**config.mk**
```make
export PLATFORM = sky130hd
export DESIGN_NAME = thermal_frame_deframer_core
export DESIGN_NICKNAME = d
export VERILOG_FILES = /design/src/rtl/core/tfd_pkg.sv /design/src/rtl/core/tfd_parse.sv /design/src/rtl/core/tfd_scale.sv /design/src/rtl/core/thermal_frame_deframer_core.sv
export SDC_FILE = /design/constraint.sdc
export NUM_CORES = 1
export LEC_CHECK = 0
export BUFFER_PORTS_ARGS = -buffer_cell sky130_fd_sc_hd__buf_2
export CORE_ASPECT_RATIO = 1.25
export CORE_UTILIZATION = 50
export CTS_CLUSTER_SIZE = 10
export DETAILED_ROUTE_END_ITERATION = 7
export PLACE_DENSITY = 0.74
export SETUP_SLACK_MARGIN = 0.15
export SYNTH_ARGS = -nofsm -noshare
export SYNTH_HDL_FRONTEND = slang
export SYNTH_SLANG_ARGS = --single-unit
```
**constraint.sdc**
```tcl
create_clock -name i_clk -period 6.3 [get_ports i_clk]
set_input_delay 0.315 -clock i_clk [delete_from_list [all_inputs] [get_ports i_clk]]
set_output_delay 0.315 -clock i_clk [all_outputs]
set_load 0.005 [all_outputs]
```
**src/rtl/core/tfd_pkg.sv**
```systemverilog
// shared types and constants for the thermal frame deframer
package tfd_pkg;

    localparam int unsigned BYTE_W   = 8;
    localparam int unsigned WORD_W   = 16;
    localparam int unsigned VAL_W    = 14;
    localparam int unsigned POS_W    = 8;
    localparam int unsigned PIX_W    = 6;
    localparam int unsigned RUN_W    = 2;
    localparam int unsigned FRAME_W  = 16;
    localparam int unsigned CFG_IDX_W = 2;
    localparam int unsigned CFG_DATA_W = 14;

    localparam logic [BYTE_W-1:0]  HDR_BYTE     = 8'h2A;
    localparam logic [RUN_W-1:0]   HDR_RUN_LAST = 2'd2;
    localparam logic [POS_W-1:0]   SKIP_BYTES   = 8'd2;
    localparam logic [POS_W-1:0]   LAST_POS     = 8'd129;

    localparam logic [VAL_W-1:0]   CLAMP_MIN_RST = 14'd15;
    localparam logic [VAL_W-1:0]   CLAMP_MAX_RST = 14'd40;

    localparam logic [CFG_IDX_W-1:0] CFG_CLAMP_MIN = 2'd0;
    localparam logic [CFG_IDX_W-1:0] CFG_CLAMP_MAX = 2'd1;

    typedef struct packed {
        logic               emit;
        logic [WORD_W-1:0]  word;
        logic [PIX_W-1:0]   pix;
        logic               last;
        logic [FRAME_W-1:0] frame_num;
    } t_pix_info;

endpackage

```
**src/rtl/core/tfd_parse.sv**
```systemverilog
// header hunt, byte pairing and frame counting
module tfd_parse (
    input  logic                      i_clk,
    input  logic                      i_rst_n,
    input  logic                      i_step,
    input  logic [tfd_pkg::BYTE_W-1:0] i_byte,
    output tfd_pkg::t_pix_info        o_info
);
    import tfd_pkg::*;

    logic [RUN_W-1:0]   r_star_run, n_star_run;
    logic               r_in_packet, n_in_packet;
    logic [POS_W-1:0]   r_byte_position, n_byte_position;
    logic [BYTE_W-1:0]  r_held_low, n_held_low;
    logic [FRAME_W-1:0] r_frame_count, n_frame_count;
    logic [POS_W-1:0]   pos_m2;

    assign pos_m2 = r_byte_position - SKIP_BYTES;

    always_comb begin
        n_star_run      = r_star_run;
        n_in_packet     = r_in_packet;
        n_byte_position = r_byte_position;
        n_held_low      = r_held_low;
        n_frame_count   = r_frame_count;
        o_info.emit      = 1'b0;
        o_info.word      = {i_byte, r_held_low};
        o_info.pix       = pos_m2[PIX_W:1];
        o_info.last      = (r_byte_position == LAST_POS);
        o_info.frame_num = r_frame_count + FRAME_W'(1);
        if (!r_in_packet) begin
            if (i_byte == HDR_BYTE) begin
                if (r_star_run == HDR_RUN_LAST) begin
                    n_star_run      = '0;
                    n_in_packet     = 1'b1;
                    n_byte_position = '0;
                end else begin
                    n_star_run = r_star_run + RUN_W'(1);
                end
            end else begin
                n_star_run = '0;
            end
        end else begin
            n_byte_position = r_byte_position + POS_W'(1);
            if (r_byte_position >= SKIP_BYTES) begin
                // pairs start on an even position, low byte first
                if (!r_byte_position[0]) begin
                    n_held_low = i_byte;
                end else begin
                    o_info.emit = 1'b1;
                    if (o_info.last) begin
                        n_frame_count   = o_info.frame_num;
                        n_in_packet     = 1'b0;
                        n_star_run      = '0;
                        n_byte_position = '0;
                        n_held_low      = '0;
                    end
                end
            end
        end
    end

    always_ff @(posedge i_clk) begin
        if (!i_rst_n) begin
            r_star_run      <= '0;
            r_in_packet     <= 1'b0;
            r_byte_position <= '0;
            r_held_low      <= '0;
            r_frame_count   <= '0;
        end else if (i_step) begin
            r_star_run      <= n_star_run;
            r_in_packet     <= n_in_packet;
            r_byte_position <= n_byte_position;
            r_held_low      <= n_held_low;
            r_frame_count   <= n_frame_count;
        end
    end

`ifndef NO_ASSERTIONS
    a_pos_zero_hunting: assert property (@(posedge i_clk) disable iff (!i_rst_n)
        !r_in_packet |-> r_byte_position == '0)
        else $error("byte position not zero while hunting");
    a_pos_bound: assert property (@(posedge i_clk) disable iff (!i_rst_n)
        r_byte_position <= LAST_POS)
        else $error("byte position beyond end of packet");
    a_frame_step: assert property (@(posedge i_clk) disable iff (!i_rst_n)
        (i_step && o_info.emit && o_info.last) |=> !r_in_packet)
        else $error("still in packet after last pixel");
`endif

endmodule

```
**src/rtl/core/tfd_scale.sv**
```systemverilog
// divide by four and clamp to the configured bounds
module tfd_scale (
    input  logic [tfd_pkg::WORD_W-1:0] i_word,
    input  logic [tfd_pkg::VAL_W-1:0]  i_clamp_min,
    input  logic [tfd_pkg::VAL_W-1:0]  i_clamp_max,
    output logic [tfd_pkg::VAL_W-1:0]  o_value
);
    import tfd_pkg::*;

    logic [VAL_W-1:0] scaled;
    logic [VAL_W-1:0] raised;

    assign scaled  = i_word[WORD_W-1:2];
    // lower bound first, then the upper one wins
    assign raised  = (scaled < i_clamp_min) ? i_clamp_min : scaled;
    assign o_value = (raised > i_clamp_max) ? i_clamp_max : raised;

endmodule

```
**src/rtl/core/thermal_frame_deframer_core.sv**
```systemverilog
// Thermal frame deframer top level: input register, parser, scaler, result register.
// A high byte is held in the input register, its pixel then in the result register.
// One byte per cycle unless stalled; set by the input and result register pair.
// Stall on the result side holds the result register and then the input register.
// Reset (synchronous, active low) returns to header hunt, clears frame count,
// empties both registers and sets the clamp bounds to 15 and 40.
module thermal_frame_deframer_core (
    input  logic                            i_clk,
    input  logic                            i_rst_n,
    input  logic                            i_valid,
    output logic                            o_stall,
    input  logic [tfd_pkg::BYTE_W-1:0]      i_rx_byte,
    output logic                            o_valid,
    input  logic                            i_stall,
    output logic [tfd_pkg::VAL_W-1:0]       o_pixel_value,
    output logic [2:0]                      o_pixel_row,
    output logic [2:0]                      o_pixel_col,
    output logic [tfd_pkg::FRAME_W-1:0]     o_frame_index,
    output logic                            o_frame_end,
    input  logic                            i_cfg_valid,
    output logic                            o_cfg_ready,
    input  logic [tfd_pkg::CFG_IDX_W-1:0]   i_cfg_index,
    input  logic [tfd_pkg::CFG_DATA_W-1:0]  i_cfg_data
);
    import tfd_pkg::*;

    logic               r_in_valid;
    logic [BYTE_W-1:0]  r_in_byte;
    logic               r_out_valid;
    logic [VAL_W-1:0]   r_pixel_value;
    logic [PIX_W-1:0]   r_pix;
    logic [FRAME_W-1:0] r_frame_index;
    logic               r_frame_end;
    logic [VAL_W-1:0]   r_clamp_min;
    logic [VAL_W-1:0]   r_clamp_max;

    logic               advance;
    logic               step;
    t_pix_info          info;
    logic [VAL_W-1:0]   value;

    assign advance     = !r_out_valid || !i_stall;
    assign step        = r_in_valid && advance;
    assign o_stall     = r_in_valid && !advance;
    assign o_cfg_ready = 1'b1;

    tfd_parse u_parse (
        .i_clk   (i_clk),
        .i_rst_n (i_rst_n),
        .i_step  (step),
        .i_byte  (r_in_byte),
        .o_info  (info)
    );

    tfd_scale u_scale (
        .i_word      (info.word),
        .i_clamp_min (r_clamp_min),
        .i_clamp_max (r_clamp_max),
        .o_value     (value)
    );

    always_ff @(posedge i_clk) begin
        if (!i_rst_n) begin
            r_clamp_min <= CLAMP_MIN_RST;
            r_clamp_max <= CLAMP_MAX_RST;
        end else if (i_cfg_valid) begin
            unique case (i_cfg_index)
                CFG_CLAMP_MIN: r_clamp_min <= i_cfg_data;
                CFG_CLAMP_MAX: r_clamp_max <= i_cfg_data;
                default: ;
            endcase
        end
    end

    always_ff @(posedge i_clk) begin
        if (!i_rst_n) begin
            r_in_valid <= 1'b0;
        end else if (!r_in_valid || advance) begin
            r_in_valid <= i_valid;
        end
    end

    always_ff @(posedge i_clk) begin
        if (i_valid && !o_stall) begin
            r_in_byte <= i_rx_byte;
        end
    end

    always_ff @(posedge i_clk) begin
        if (!i_rst_n) begin
            r_out_valid <= 1'b0;
        end else if (advance) begin
            r_out_valid <= step && info.emit;
        end
    end

    always_ff @(posedge i_clk) begin
        if (step && info.emit) begin
            r_pixel_value <= value;
            r_pix         <= info.pix;
            r_frame_index <= info.frame_num;
            r_frame_end   <= info.last;
        end
    end

    assign o_valid       = r_out_valid;
    assign o_pixel_value = r_pixel_value;
    assign o_pixel_row   = r_pix[5:3];
    assign o_pixel_col   = r_pix[2:0];
    assign o_frame_index = r_frame_index;
    assign o_frame_end   = r_frame_end;

`ifndef NO_ASSERTIONS
    a_end_is_corner: assert property (@(posedge i_clk) disable iff (!i_rst_n)
        (o_valid && o_frame_end) |-> (o_pixel_row == 3'd7 && o_pixel_col == 3'd7))
        else $error("frame end flagged away from last pixel");
    a_under_max: assert property (@(posedge i_clk) disable iff (!i_rst_n)
        o_valid |-> o_pixel_value <= r_clamp_max)
        else $error("pixel above upper clamp bound");
    a_over_min: assert property (@(posedge i_clk) disable iff (!i_rst_n)
        (o_valid && r_clamp_min <= r_clamp_max) |-> o_pixel_value >= r_clamp_min)
        else $error("pixel below lower clamp bound");
`endif

endmodule

```
== Word level (Yosys, flattened, before mapping) ==
Index checks and enable logic that the tools add are counted.

* Word-level logic and storage cells: 74
* Bits in registers: 110
* Input bits: 29

* Multiplexer cells: 25
* $add $sub $neg: 4
* $lt $le $gt $ge: 3
* Eq/ne operators: 8
* Reduce and logical (&&, ||, !) cells: 20

{| class="wikitable"
|+ Operator list
! operator !! count
|-
| $mux W8 || 8
|-
| $mux W14 || 2
|-
| $add A16 B1 Y16 const B || 1
|-
| $gt A14 B14 Y1 || 1
|-
| $lt A14 B14 Y1 || 1
|-
| $mux W2 || 6
|-
| $mux W1 || 9
|-
| $add A8 B1 Y8 const B || 1
|-
| $eq A8 B6 Y1 const B || 1
|-
| $eq A8 B8 Y1 const B || 1
|-
| $ge A8 B2 Y1 const B || 1
|-
| $ne A2 B2 Y1 const B || 4
|-
| $reduce_and A4 Y1 || 2
|-
| $sub A7 B2 Y7 const B || 1
|-
| $logic_not A1 Y1 || 5
|-
| $reduce_and A5 Y1 || 1
|-
| $logic_and A1 B1 Y1 || 4
|-
| $reduce_and A2 Y1 || 2
|-
| $reduce_bool A2 Y1 || 2
|-
| $reduce_and A3 Y1 || 1
|-
| $add A2 B1 Y2 const B || 1
|-
| $eq A2 B1 Y1 const B || 1
|-
| $eq A2 B2 Y1 const B || 1
|-
| $logic_not A2 Y1 || 1
|-
| $logic_or A1 B1 Y1 || 2
|}

== Logic depth before layout (Yosys ltp) ==
* Word-level depth: 6
* Mapped depth: 16
* Gate-level depth less buffers: 14

== Cells and area by module ==
From an unflattened synthesis, not the netlist that was laid out.

* Cell total of the unflattened synthesis: 572
* Area, all modules: 5,834.3 um^2

{| class="wikitable"
|+ By module, submodules not included
! module !! times used !! seq. area each (um^2) !! cells an instance !! area an instance (um^2)
|-
| thermal_frame_deframer_core || 1 || 1,951.9 || 169 || 2,581.2
|-
| tfd_parse || 1 || 700.7 || 278 || 2,205.9
|-
| tfd_scale || 1 || 0.0 || 125 || 1,047.3
|}

== Least setup slack after synthesis ==
OpenSTA, ideal clock, no wires.

* Path type: reg2reg
* Start: reg r_in_byte[0]
* End: reg r_pixel_value[10], in the netlist o_pixel_value[10] (data pin)
* Data arrival time: 3.406 ns
* Stages on the path, launching flop included: 16
* Period minus slack after synthesis: 3.666 ns
* Path slack: 2.634 ns
* Cells stage by stage: edfxtp_1 > ha_1 > nand4_1 > nor2_1 > a221oi_2 > o31ai_2 > buf_6 > mux2_4 > ha_1 > a21o_1 > nand3_1 > a21oi_1 > a211oi_1 > a21oi_1 > buf_2 > mux2_2

* Word-level cells in the longest chain between the ends: 4

{| class="wikitable"
|+ RTL lines
! item !! RTL line !! RTL
|-
| start, declared || thermal_frame_deframer_core.sv:28 || <nowiki>logic [BYTE_W-1:0] r_in_byte;</nowiki>
|-
| start signal, assigned || thermal_frame_deframer_core.sv:85 || <nowiki>r_in_byte <= i_rx_byte;</nowiki>
|-
| $lt A14 B14 Y1 || tfd_scale.sv:15 || <nowiki>assign raised = (scaled < i_clamp_min) ? i_clamp_min : scaled;</nowiki>
|-
| $mux W14 (*) || tfd_scale.sv:15 ||
|-
| $gt A14 B14 Y1 || tfd_scale.sv:16 || <nowiki>assign o_value = (raised > i_clamp_max) ? i_clamp_max : raised;</nowiki>
|-
| $mux W14 (*) || tfd_scale.sv:16 ||
|-
| named net u_scale.o_value (one bit) || tfd_scale.sv:6 || <nowiki>output logic [tfd_pkg::VAL_W-1:0] o_value</nowiki>
|-
| end signal, assigned || thermal_frame_deframer_core.sv:99 || <nowiki>r_pixel_value <= value;</nowiki>
|-
| end, declared || thermal_frame_deframer_core.sv:30 || <nowiki>logic [VAL_W-1:0] r_pixel_value;</nowiki>
|}

Mark *: on every way through the listed nets, which the timed path passes. The rest lies on a longest branch.
A chain may end at the register's enable or synchronous reset.

== Worst setup path after layout ==
* Start: reg r_clamp_min[3]
* End: reg r_pixel_value[3], in the netlist o_pixel_value[3] (data pin)

* Word-level cells in the longest chain between the ends: 4

{| class="wikitable"
|+ RTL lines
! item !! RTL line !! RTL
|-
| start, declared || thermal_frame_deframer_core.sv:34 || <nowiki>logic [VAL_W-1:0] r_clamp_min;</nowiki>
|-
| start signal, assigned || thermal_frame_deframer_core.sv:68 || <nowiki>CFG_CLAMP_MIN: r_clamp_min <= i_cfg_data;</nowiki>
|-
| $lt A14 B14 Y1 || tfd_scale.sv:15 ||
|-
| $mux W14 (*) || tfd_scale.sv:15 ||
|-
| $gt A14 B14 Y1 || tfd_scale.sv:16 ||
|-
| $mux W14 (*) || tfd_scale.sv:16 ||
|-
| named net u_scale.o_value (one bit) || tfd_scale.sv:6 ||
|}

Marked as above.

==> reports/results.tsv <==
stage	metric	value	unit
yosys	syn_avg_cell_area	10.05	um^2
placed_design	pre_cts_ws	2.225	ns
clocking	cts_buffers	9	
die	die_h	116.9	um
routing	wl	10880	um
timing	setup_viol	0	
final_layout	num_antenna_cells	0	
worst_setup_path	worstPathMaxFanout	14	
routing	routedWlPerCell	15.09	um
grt	grt_pass1_vias	3774	
timing	timing.hold.ws	0.1424	ns
timing	setup_slack	2.215	ns
yosys	syn-cell-area	5276	um^2
timing	finalHoldViolCount	0	
worst_setup_path	worstReg2RegStart	r_clamp_min[3]	
worst_setup_path	cp-start-kind	flip-flop	
clocking	clkTransAtPathRegs	0.07	ns
yosys	synthTopCellsByCount	nand2_1 (76), dfxtp_1 (63), a21oi_1 (46), edfxtp_1 (45), inv_1 (36)	
hold_path	hold_class	in -> reg	
yosys	synth_top_area_cell	edfxtp_1	
die	core-area	10160	um^2
timing	tightestPinTransition	1.105	ns
die	die_area	10970	um^2
worst_setup_path	path_class	reg -> reg	
pwr	powerDensity	237.9	nW/um^2
routing	num_vias	3905	
placed_design	dp_hpwl	8132	um
clocking	cts_setup_buffers	0	
clocking	clock_latency	0.34	ns
grt	grt_max_degree	48	
yosys	synth.most_common_cell	nand2_1	
final_layout	syn_to_final_growth	13.59	%
routing	viasPerCell	5.416	
yosys	synth-seq-cells	108	
routing	drc	0	
placed_design	placed_cell_area	5718	um^2
timing	period_minus_slack	4.085	ns
worst_setup_path	cp_data_required_time	6.40	ns
grt	grt_overflow	0	
placed_design	dpl.cell_count	705	
job	max_cap_viol_count	0	
die	initial_core_util	51.95	%
placed_design	io_buffers	67	
timing	final.period_utilization	64.84	%
die	num_io_pins	69	
placed_design	place.gp.congestion	0.8450	
clocking	cts.path.max_buffers	2	
timing	final.setup.tns	0	ns
yosys	synthesis.nets	587	
yosys	synth_ff_type	dfxtp_1	
hold_path	hp-start	i_rx_byte[6]	
worst_setup_path	crit_arrival	4.18	ns
yosys	syn_inst	525	
final_layout	drive_gt1_share	19.93	%
timing	slew_viol_final	0	
timing	slew-limit-headroom	25.98	%
die	rows	41	
clocking	cts_sinks	108	
yosys	synth_seq_area_share	49.51	%
worst_setup_path	crit_start	r_clamp_min[3]	
clocking	cts_tree	built	
grt	grt_pass1_wl	17730	um
clocking	post_cts_resized	0	
worst_setup_path	cp-end-kind	flip-flop	
routing	drtIter0Drc	261	
status	status	finished, final reports clean	
clocking	hold_buffers	0	
yosys	netlist_top_cells_area	edfxtp_1 (26%), dfxtp_1 (24%), ha_1 (7.8%)	
pwr	p_leak	2.352	nW
clocking	clockRootBuffer	clkbuf_16	
final_layout	finalNonFillerCells	721	
yosys	synthDistinctLibCells	53	
yosys	synth_edf_count	45	
pwr	peakVddDrop	0.0001278	V
die	die_w	93.88	um
yosys	synth_top_area_share	25.61	%
yosys	yosysWarnings	0	
final_layout	layout.nets	649	
timing	skew	0.006911	ns
clocking	htree_levels	3	
grt	antenna_found_initial	0	
routing	ant_nets	0	
timing	fmax	0.2448	GHz
yosys	synthArstFlopShare	0	%
routing	drt-pass1-iter-count	4	
grt	grt_usage	21.12	%
final_layout	final_cell_area	5993	um^2
timing	rsz0062_at_grt	false	
cells by family (layout without fill, tap and decap cells):
family | after synthesis | after routing | synth area share [%]
muxes | 29 | 29 | 6.758
buffers and inverters | 57 | 124 | 4.339
and+or+nand+nor | 184 | 184 | 17.00
xor gates and xnor gates | 32 | 32 | 5.312
adders and majority gates | 33 | 33 | 7.826
DFF | 108 | 108 | 49.51
other | 1 | 1 | 0.07107
AOI/OAI and AO/OA | 81 | 81 | 9.177
sequential cells by signal (all words and copies together), names as in the netlist:
register,count
o_valid,1
u_parse.r_star_run,2
r_in_byte,8
r_in_valid,1
r_clamp_min,14
r_pix,6
r_clamp_max,14
u_parse.r_in_packet,1
u_parse.r_byte_position,8
u_parse.r_held_low,6
u_parse.r_frame_count,16
o_frame_end,1
o_pixel_value,14
o_frame_index,16
final cells by class:
| cell class | count | area [um^2] |
|---|---|---|
| clock buffer | 10 | 229.0 |
| clock inverter | 6 | 46.29 |
| fill | 873 | 4164 |
| inverter | 37 | 138.9 |
| multi-input combinational | 360 | 2440 |
| sequential | 108 | 2613 |
| tap | 129 | 161.4 |
| timing repair buffer | 71 | 365.4 |
cells in the final DEF (no fill, tap or decap), drive strengths merged, types with 11 or more instances in the layout:
cell,count
nand4,13
buf,71
ha,33
nand2,76
nor2,35
nand3,11
mux2,26
xnor2,16
edfxtp,45
dfxtp,63
a21oi,46
inv,40
xor2,16
routing by layer:
| layer | global-route usage, % | wire length, um |
|---|---|---|
| met1 | 25.13 | 4661 |
| met2 | 37.08 | 5442 |
| met4 | 8.513 | 185 |
| met3 | 4.522 | 587 |
| met5 | 0 | 0 |
critical path, cell delays in order (launching register included):
cell and delay [ns]:
dfxtp_1 0.33, inv_1 0.06, ha_1 0.30, a211oi_1 0.26, o21ai_1 0.13, a221oi_2 0.26
o31ai_2 0.08, buf_4 0.22, mux2_4 0.32, ha_1 0.31, nand4_1 0.16, a21oi_1 0.16
a211oi_1 0.07, a21oi_1 0.53, buf_4 0.28, mux2_2 0.35
worst paths after layout:
check,to,slack (ns),cells after the start
hold reg to reg,r_clamp_min[6],0.48,2
setup reg to reg,o_pixel_value[3],2.22,15
setup / recovery,o_pixel_value[3],2.22,15
hold / removal,r_in_byte[6],0.14,1
through the flow:
stage | total power [mW] | util (%)
final | 1.426 | 59.00
after CTS | 1.440 | 59.00
after floorplan | 0.8764 | -
after global placement | 0.9124 | 56.29
after global routing | 1.480 | 59.00
after detailed placement | 0.9179 | 56.29
power by group:
| group | switching, mW | internal [mW] |
|---|---|---|
| sequential | 0.0110 | 0.740 |
| combinational | 0.0783 | 0.0751 |
| clock | 0.248 | 0.273 |
| total | 0.338 | 1.09 |
Power figures use the tool's default switching activity.
